===== config.mk =====
export PLATFORM = sky130hd
export DESIGN_NAME = key_hash_slot_node_router_core
export DESIGN_NICKNAME = d
export VERILOG_FILES = /design/src/design/khs_pkg.sv /design/src/design/khs_lookup.sv /design/src/design/key_hash_slot_node_router_core.sv
export SDC_FILE = /design/constraint.sdc
export NUM_CORES = 1
export LEC_CHECK = 0
export ABC_CLOCK_PERIOD_IN_PS = 7750
export BUFFER_PORTS_ARGS = -buffer_cell sky130_fd_sc_hd__buf_2
export CAP_MARGIN = 20
export CORE_UTILIZATION = 60
export CTS_CLUSTER_DIAMETER = 100
export DETAILED_ROUTE_END_ITERATION = 8
export GPL_ROUTABILITY_DRIVEN = 1
export PLACE_DENSITY = 0.88
export SLEW_MARGIN = 20
export SYNTH_ARGS = -nofsm -noshare
export SYNTH_HDL_FRONTEND = slang
export SYNTH_SLANG_ARGS = --single-unit

===== constraint.sdc =====
create_clock -name clk -period 7.75 [get_ports clk]
set_clock_uncertainty 0.2 [all_clocks]
set_input_delay 1.55 -clock clk [delete_from_list [all_inputs] [get_ports clk]]
set_output_delay 1.55 -clock clk [all_outputs]
set_load 0.03 [all_outputs]

===== src/design/khs_pkg.sv =====
// Types, constants and the byte-wide CRC16 update for the key hash slot router.
// No dependencies; used by every other file of the block.
package khs_pkg;

	localparam int SLOT_W    = 14;
	localparam int NODE_W    = 4;
	localparam int CRC_W     = 16;
	localparam int CNT_W     = 5;
	localparam int MAX_NODES = 16;

	localparam logic [CRC_W-1:0] CRC_POLY   = 16'h1021;
	localparam logic [7:0]       OPEN_BYTE  = 8'h7B;
	localparam logic [7:0]       CLOSE_BYTE = 8'h7D;

	localparam logic MODE_KEY   = 1'b0;
	localparam logic MODE_ENTRY = 1'b1;

	// register index decoded from paddr[2]
	localparam logic REG_NODE_COUNT = 1'b0;

	typedef struct packed {
		logic              mode;
		logic [7:0]        key_byte;
		logic              key_last;
		logic [NODE_W-1:0] entry_index;
		logic [SLOT_W-1:0] entry_low_slot;
		logic [SLOT_W-1:0] entry_high_slot;
	} req_t;

	typedef struct packed {
		logic [SLOT_W-1:0] key_slot;
		logic [NODE_W-1:0] node_index;
		logic              found;
	} rsp_t;

	typedef struct packed {
		logic              en;
		logic [NODE_W-1:0] index;
		logic [SLOT_W-1:0] low;
		logic [SLOT_W-1:0] high;
	} entry_wr_t;

	function automatic logic [CRC_W-1:0] crc_byte(input logic [CRC_W-1:0] crc,
		input logic [7:0] b);
		logic [CRC_W-1:0] c;
		c = crc ^ {b, 8'h00};
		for (int k = 0; k < 8; k++) begin
			if (c[CRC_W-1]) begin
				c = {c[CRC_W-2:0], 1'b0} ^ CRC_POLY;
			end else begin
				c = {c[CRC_W-2:0], 1'b0};
			end
		end
		return c;
	endfunction

endpackage


===== src/design/khs_lookup.sv =====
// Node range table and slot lookup: parallel range compare, lowest index wins.
// Depends on khs_pkg.
module khs_lookup (
	input  logic                       clk,
	input  khs_pkg::entry_wr_t         wr,
	input  logic [khs_pkg::CNT_W-1:0]  node_count,
	input  logic [khs_pkg::SLOT_W-1:0] slot,
	output logic [khs_pkg::NODE_W-1:0] node_index,
	output logic                       found
);

	logic [khs_pkg::SLOT_W-1:0] low_q  [khs_pkg::MAX_NODES];
	logic [khs_pkg::SLOT_W-1:0] high_q [khs_pkg::MAX_NODES];
	logic [khs_pkg::MAX_NODES-1:0] hit;

	always_ff @(posedge clk) begin
		for (int i = 0; i < khs_pkg::MAX_NODES; i++) begin
			if (wr.en && (int'(wr.index) == i)) begin
				low_q[i]  <= wr.low;
				high_q[i] <= wr.high;
			end
		end
	end

	always_comb begin
		for (int i = 0; i < khs_pkg::MAX_NODES; i++) begin
			hit[i] = (int'(node_count) > i) && (low_q[i] <= slot) && (slot <= high_q[i]);
		end
	end

	always_comb begin
		node_index = '0;
		found      = 1'b0;
		for (int i = khs_pkg::MAX_NODES - 1; i >= 0; i--) begin
			if (hit[i]) begin
				node_index = khs_pkg::NODE_W'(i);
				found      = 1'b1;
			end
		end
	end

endmodule


===== src/design/key_hash_slot_node_router_core.sv =====
// Key hash slot router top level: key tracking, CRC16, APB register, pipeline.
// Depends on khs_pkg and khs_lookup.
//
// Usage: requests arrive on req (valid/stall). mode 0 carries one key byte;
// the byte with key_last set closes the key and yields one response on rsp:
// the CRC16-XMODEM slot (14 bits) of the hash tag, or of the whole key when
// there is no valid tag, plus the lowest table entry covering it. mode 1
// writes one node range entry and yields nothing.
// Throughput: one request per cycle unless stalled. The response to the last
// byte passes one stage of CRC and slot select, then one stage of range
// compare, before it shows on rsp.
// Stall: while rsp is held by rsp_stall the whole pipeline freezes and
// req_stall is raised; nothing is dropped.
// Reset: key state, valid flags and node_count (to 1) are cleared. The range
// table is not cleared; entries must be written before use.
// node_count sits at byte address 0 of the APB port.
module key_hash_slot_node_router_core (
	input  logic          clk,
	input  logic          arst_n,
	input  logic          req_valid,
	output logic          req_stall,
	input  khs_pkg::req_t req,
	output logic          rsp_valid,
	input  logic          rsp_stall,
	output khs_pkg::rsp_t rsp,
	input  logic          psel,
	input  logic          penable,
	input  logic          pwrite,
	input  logic [2:0]    paddr,
	input  logic [31:0]   pwdata,
	output logic [31:0]   prdata,
	output logic          pready
);

	logic                       advance;
	logic                       accept;
	logic                       key_acc;

	logic [khs_pkg::CNT_W-1:0]  node_count_q;
	logic [khs_pkg::CRC_W-1:0]  crc_whole_q, crc_tag_q;
	logic                       open_q, close_q, cao_q;
	logic [khs_pkg::CRC_W-1:0]  crc_whole_n, crc_tag_n;
	logic                       open_n, close_n, cao_n;

	logic                       valid_s1;
	logic [khs_pkg::SLOT_W-1:0] slot_s1;
	logic                       rsp_valid_q;
	khs_pkg::rsp_t              rsp_q;

	khs_pkg::entry_wr_t         wr;
	logic [khs_pkg::NODE_W-1:0] node_index;
	logic                       found;

	assign advance   = !rsp_valid_q || !rsp_stall;
	assign req_stall = !advance;
	assign accept    = req_valid && advance;
	assign key_acc   = accept && (req.mode == khs_pkg::MODE_KEY);

	assign pready = 1'b1;
	assign prdata = (paddr[2] == khs_pkg::REG_NODE_COUNT) ?
		{{(32-khs_pkg::CNT_W){1'b0}}, node_count_q} : 32'h0;

	always_ff @(posedge clk or negedge arst_n) begin
		if (!arst_n) begin
			node_count_q <= khs_pkg::CNT_W'(1);
		end else if (psel && penable && pwrite && paddr[2] == khs_pkg::REG_NODE_COUNT) begin
			node_count_q <= pwdata[khs_pkg::CNT_W-1:0];
		end
	end

	always_comb begin
		crc_whole_n = khs_pkg::crc_byte(crc_whole_q, req.key_byte);
		crc_tag_n   = crc_tag_q;
		open_n      = open_q;
		close_n     = close_q;
		cao_n       = cao_q;
		if (req.key_byte == khs_pkg::CLOSE_BYTE) begin
			if (!close_q) begin
				close_n = 1'b1;
				cao_n   = open_q;
			end
		end else if (req.key_byte == khs_pkg::OPEN_BYTE && !open_q) begin
			open_n = 1'b1;
		end else if (open_q && !close_q) begin
			crc_tag_n = khs_pkg::crc_byte(crc_tag_q, req.key_byte);
		end
	end

	always_ff @(posedge clk or negedge arst_n) begin
		if (!arst_n) begin
			crc_whole_q <= '0;
			crc_tag_q   <= '0;
			open_q      <= 1'b0;
			close_q     <= 1'b0;
			cao_q       <= 1'b0;
		end else if (key_acc) begin
			if (req.key_last) begin
				crc_whole_q <= '0;
				crc_tag_q   <= '0;
				open_q      <= 1'b0;
				close_q     <= 1'b0;
				cao_q       <= 1'b0;
			end else begin
				crc_whole_q <= crc_whole_n;
				crc_tag_q   <= crc_tag_n;
				open_q      <= open_n;
				close_q     <= close_n;
				cao_q       <= cao_n;
			end
		end
	end

	always_ff @(posedge clk or negedge arst_n) begin
		if (!arst_n) begin
			valid_s1    <= 1'b0;
			rsp_valid_q <= 1'b0;
		end else if (advance) begin
			valid_s1    <= key_acc && req.key_last;
			rsp_valid_q <= valid_s1;
		end
	end

	always_ff @(posedge clk) begin
		if (advance) begin
			slot_s1 <= cao_n ? crc_tag_n[khs_pkg::SLOT_W-1:0]
				: crc_whole_n[khs_pkg::SLOT_W-1:0];
			rsp_q.key_slot   <= slot_s1;
			rsp_q.node_index <= node_index;
			rsp_q.found      <= found;
		end
	end

	assign wr.en    = accept && (req.mode == khs_pkg::MODE_ENTRY);
	assign wr.index = req.entry_index;
	assign wr.low   = req.entry_low_slot;
	assign wr.high  = req.entry_high_slot;

	khs_lookup u_lookup (
		.clk        (clk),
		.wr         (wr),
		.node_count (node_count_q),
		.slot       (slot_s1),
		.node_index (node_index),
		.found      (found)
	);

	assign rsp_valid = rsp_valid_q;
	assign rsp       = rsp_q;

endmodule


**After elaboration in Yosys (flattened, before gate mapping)**

Memories as Yosys holds them, arrays and structs flattened.
Cells that the tools add are included.

- Magnitude comparators: 48
- Add/sub/neg operators: 0
- Reduce and logical (&&, ||, !) cells: 104
- Bitwise operators: 20
- Eq/ne operators: 19
- Multiplexer cells: 190
- Divide/modulo/power cells: 0
- Shift-type cells: 0
- Multiply operators: 0

Operators with widths:

| operator | count |
|---|---|
| <= comparator 14 bit | 32 |
| two-way mux 14 bit | 31 |
| OR reduction 14 bit | 30 |
| two-way mux 16 bit | 26 |
| two-way mux 13 bit | 16 |
| two-way mux 4 bit | 38 |
| two-way mux 1 bit | 72 |
| logical AND 1 bit | 57 |
| NOT 3 bit | 16 |
| > comparator 5 x 4 -> 1 bit, second input constant | 8 |
| equality test 4 bit, second input constant | 8 |
| bitwise XOR 16 bit | 2 |
| > comparator 5 x 3 -> 1 bit, second input constant | 4 |
| equality test 4 x 3 -> 1 bit, second input constant | 4 |
| equality test 8 x 7 -> 1 bit, second input constant | 2 |
| OR reduction 15 bit | 1 |
| two-way mux 3 bit | 4 |
| > comparator 5 x 1 -> 1 bit, second input constant | 2 |
| > comparator 5 x 2 -> 1 bit, second input constant | 2 |
| equality test 4 x 2 -> 1 bit, second input constant | 2 |
| OR reduction 8 bit | 1 |
| nonzero test 2 bit | 3 |
| zero test 1 bit | 5 |
| two-way mux 5 bit | 1 |
| 11 further kinds | 14 |

- Word-level logic and storage cells: 399
- Output and inout bits: 54
- Memories: 2
- ROM bits: 0
- Flip-flop bits (word level): 75
- Bits in latches: 0
- Memory bits (writable): 448

Memories:

| memory | depth | width | read ports | clocked after Yosys merged registers in | wr ports | RTL line | RTL |
|---|---|---|---|---|---|---|---|
| u_lookup.high_q | 16 | 14 | 16 | 0 | 1 | khs_lookup.sv:13 | `logic [khs_pkg::SLOT_W-1:0] high_q [khs_pkg::MAX_NODES];` |
| u_lookup.low_q | 16 | 14 | 16 | 0 | 1 | khs_lookup.sv:12 | `logic [khs_pkg::SLOT_W-1:0] low_q [khs_pkg::MAX_NODES];` |

**Longest topological paths before layout**

- Word-level depth: 42
- Gate-level depth with buffers: 10
- Depth with buffers taken out: 10

**Hierarchy**

From an unflattened synthesis, not the netlist that was laid out.

- Cell total of the unflattened synthesis: 2,255
- Area, all modules: 28,392.2 um2

By module, submodules not included:

| module | cells an instance | times used | area each (um2) |
|---|---|---|---|
| khs_lookup | 1,925 | 1 | 24,608.6 |
| key_hash_slot_node_router_core | 330 | 1 | 3,783.6 |

**Worst setup path before layout**

Ideal clock, no wire load.

- Kind: input port to flip-flop
- Start point: input port rsp_stall
- End point: memory u_lookup.high_q[0][0] (netlist bit) (enable)
- Library setup time: 448 ps
- Cell stages on the path: 4
- Slack: 2,205 ps
- Buffers on the path: 0
- Data arrival time: 4,897 ps
- Path through: nand2_1 > nand3_1 > or3_1 > nor3_1

- Word-level cells in the longest chain between the ends: 23

RTL lines:

| element | RTL line | RTL |
|---|---|---|
| from (decl) | key_hash_slot_node_router_core.sv:24 | `input logic rsp_stall,` |
| zero test 1 bit (*) | key_hash_slot_node_router_core.sv:54 | `assign advance = !rsp_valid_q \|\| !rsp_stall;` |
| logical OR 1 bit (*) | key_hash_slot_node_router_core.sv:54 |  |
| logical AND 1 bit (*) | key_hash_slot_node_router_core.sv:56 | `assign accept = req_valid && advance;` |
| logical AND 1 bit (*) | key_hash_slot_node_router_core.sv:133 | `assign wr.en = accept && (req.mode == khs_pkg::MODE_ENTRY);` |
| logical AND 1 bit | khs_lookup.sv:18 | `if (wr.en && (int'(wr.index) == i)) begin` |
| two-way mux 1 bit | khs_lookup.sv:18 |  |
| two-way mux 1 bit (implied by the code) | khs_lookup.sv:20 | `high_q[i] <= wr.high;` |
| OR reduction 14 bit (no source line) | - |  |
| two-way mux 4 bit (no source line) / two-way mux 1 bit (equally long branches) (15 in series) | - |  |
| to (decl) | khs_lookup.sv:13 |  |

Every way passes the cells marked *; elsewhere a longest branch is shown, timed or not.

**Worst setup path in the final report**

- Start point: register slot_s1[4] (netlist bit)
- End point: register rsp_q, in the netlist rsp[2], data pin

- Word-level cells in the longest chain between the ends: 17

RTL lines:

| element | RTL line | RTL |
|---|---|---|
| from (decl) | key_hash_slot_node_router_core.sv:46 | `logic [khs_pkg::SLOT_W-1:0] slot_s1;` |
| from (signal assigned) | key_hash_slot_node_router_core.sv:125 | `slot_s1 <= cao_n ? crc_tag_n[khs_pkg::SLOT_W-1:0]` |
| <= comparator 14 bit | khs_lookup.sv:27 | `hit[i] = (int'(node_count) > i) && (low_q[i] <= slot) && (slot <= high_q[i]);` |
| logical AND 1 bit (2 in series) | khs_lookup.sv:27 |  |
| two-way mux 4 bit (8 in series) | khs_lookup.sv:35 | `if (hit[i]) begin` |
| two-way mux 3 bit (4 in series) | khs_lookup.sv:35 |  |
| two-way mux 2 bit (2 in series) | khs_lookup.sv:35 |  |
| to (decl) | key_hash_slot_node_router_core.sv:48 | `khs_pkg::rsp_t rsp_q;` |

Parallel ways exist; a longest one is shown, timed or not.
A chain may end at the register's enable or synchronous reset.

==> run metrics <==
min-delay src=crc_whole_q[13]; highest routed layer=met5; FF+latch area=15500 sq um; area leader, netlist=edfxtp_1; Clock Latency Late Sink=610 ps; Hold EP=crc_whole_q[13]; fmax=219.2 MHz; Filler cells=2906; actual slew at the worst max-slew pin=1190 ps; Worst path slowest cell=a2111oi_0; DRT Wirelength=76320 um; Worst Path Arrival=4730 ps; count leader, synth=edfxtp_1; CP Launch Type=register; Critical Path End Type=register; cells along the critical path=buf_4, inv_1, ha_1, or3_1, o211ai_1, a31oi_1, a2111oi_0, a31oi_1, o221a_2; initial core utilization=60.93%; DR vias=20080; async set-reset flop share out of synthesis=8.031%; post-DP HPWL=47430 um; met2 WL=36280 um; vias in the first global route=20910; Post-synth EDFFs=481; Final Hold Viols=0; drt pass-1 iters=6; Routed Antenna Nets=0; gr ovfl total=0; clock sink total=523; ant diodes=0; Die X=219.4 um; WL met1=26060 um; Critical Path Max Stage Delay=970 ps; Reg2Reg Setup Slack=3190 ps; Root Buffer=clkbuf_16; worst hold margin=312.2 ps; first-pass GRT wire length=115600 um; Top Ports=138; final slew viol count=0; period utilization=58.88%; Final Non-Filler Cells=3061; FF-to-FF End=rsp[2]; die area=48150 sq um; max_cap viols=0; Sw Share=39.54%; internal cell power=0.006395 W; register area share after synthesis=54.62%; Hold-fix buffers, CTS=0; TritonCTS clock tree=built; CP required=7910 ps; Core Rows=79; largest net degree at the start of global routing=43; Starting DRT DRC Count=2231; Yosys reg bits=523; peak supply drop=255.0 uV; multi-input logic area=11690 sq um; Die Ht=219.4 um; Avg Cell Area, Syn=12.57 sq um; Max-slew headroom=18.62%; Max Root-Sink Buffers=3; setup_tns=0 ps; worst reg2reg path startpoint=slot_s1[4]; top cells by count, synth=edfxtp_1 (481), ha_1 (448), inv_1 (279); I/O Buffers=80; placer's final routability congestion estimate=0.9452; status=completed; H-Tree Depth=2; yosys warns=0; total track usage=32.30%; Residual DRC=0; nets@finish=2947; Hold Path Cell Cnt=2; reg2reg path depth=9; top-area cell type share of the netlist area=50.92%; PD cells=337.0 nW/um^2; most used cell, CP=a31oi_1; share of layout cells above drive strength 1=9.861%; worst setup path startpoint=slot_s1[4]; Via-to-Cell Ratio=6.559; CP max FO=18; core area=46560 sq um; final setup vio count=0; Lkg Pwr=13.21 nW; Flop pwr share=32.4%; Main synth FF type=edfxtp_1; Routed met3 length=8451 um; setup bufs post-CTS=0; drt wl/cell=24.93 um; CTS buffer count=52; Placed Instances=2968; RSZ-0062 raised after global routing=false; cell area after synthesis=28370 sq um; initial antenna violation count=1; Hold Path Class=register to register; Gate power share=43.7%; WS Path Type=register to register; Layout area overhead=10.64%; clock transition at the registers of the reported paths=60 ps; Gate Count Post-Synth=2257; Period minus WS final=4563 ps; post-CTS sizing=0; top post-synthesis cells by area=edfxtp_1 (51%), ha_1 (20%), inv_1 (3.7%), dfrtp_1 (3.6%), a21oi_1 (2.4%); Distinct cells, synth=79; Clock Power Share=23.9%; NetSw=0.004181 W
[registers in the layout (all words and copies together) (netlist names)]
name,cells
open_q,1
crc_tag_q,16
node_count_q,5
close_q,1
valid_s1,1
rsp_valid,1
rsp,19
u_lookup.low_q,224
u_lookup.high_q,224
slot_s1,14
cao_q,1
crc_whole_q,16
[cells by family after synthesis]
group | count (synthesis) | share of synthesized area, %
flops | 523 | 54.62
compound gates | 468 | 10.74
fa+ha+maj | 448 | 19.76
simple gates | 423 | 7.811
buf+inv | 323 | 4.759
xor+xnor | 48 | 1.482
mux | 22 | 0.7983
other cells | 2 | 0.02647
[per-layer routing]
| metal | global-route usage (%) | vias up |
|---|---|---|
| li1 | - | 8796 |
| met1 | 37.49 | 9530 |
| met2 | 53.27 | 1342 |
| met3 | 7.443 | 407 |
| met4 | 21.85 | 2 |
| met5 | 0.6250 | - |
[cell type report]
| type | count | area share, % |
|---|---|---|
| Sequential cell | 523 | 49.37 |
| Multi-Input combinational cell | 1437 | 37.25 |
| Timing Repair Buffer | 122 | 2.280 |
| Clock inverter | 29 | 0.8890 |
| Clock buffer | 64 | 4.457 |
| Tap cell | 607 | 2.420 |
| Inverter | 279 | 3.337 |
[worst max path at each step]
| stage | slack [ps] | endpoint | depth (start not counted) |
|---|---|---|---|
| floorplan | 2200 | u_lookup.high_q[0][0] | 4 |
| global placement | 3280 | u_lookup.low_q[0][74] | 7 |
| detailed placement | 3130 | u_lookup.low_q[0][74] | 7 |
| CTS | 3250 | req_stall | 4 |
| global route | 3180 | req_stall | 4 |
| finish | 3190 | rsp[2] | 9 |
[cells in the final DEF (no fill, tap or decap), drive strengths merged, types with 11 or more instances in the layout]
master	count
nand4	80
nand2b	21
conb	28
clkbuf	64
a211o	14
a22o	11
nor2b	30
mux2i	17
a21o	32
o211ai	18
ha	448
o21ai	101
xor2	17
clkinv	21
inv	280
a22oi	15
buf	122
nand3	36
nor2	65
nor4	23
edfxtp	481
nor3	23
o21a	20
xnor2	31
a21oi	137
a211oi	25
dfrtp	41
nand2	109
[power groups by stage]
stage | clock (W) | combinational [W] | sequential [W]
6_report | 0.00253 | 0.00463 | 0.00342
3_3_place_gp | 0 | 0.00399 | 0.00347
4_1_cts | 0.00253 | 0.00448 | 0.00342
3_5_place_dp | 0 | 0.00436 | 0.00347
2_1_floorplan | 0 | 0.00263 | 0.00367
5_1_grt | 0.00264 | 0.00500 | 0.00344
[worst max-delay path, delay by kind of cell, from the launching register on]
family	cells	cell delay, ps
and+or+nand+nor	1	380
DFF	1	320
buffers and inverters	2	970
adders and majority gates	1	460
AOI/OAI and AO/OA	5	1960
[per-stage QoR]
step | utilization [%] | setup slack (ps) | power (W) | cell area, sq um
detailed placement | 63.79 | 3131 | 0.007839 | 29700
global placement | 63.79 | 3279 | 0.007454 | 29700
finish | 67.42 | 3187 | 0.01058 | 31390
CTS | 67.40 | 3249 | 0.01043 | 31380
global route | 67.42 | 3185 | 0.01108 | 31390
floorplan | - | 2205 | 0.006303 | 28470
Note: power is estimated with default switching activity, not from simulation.
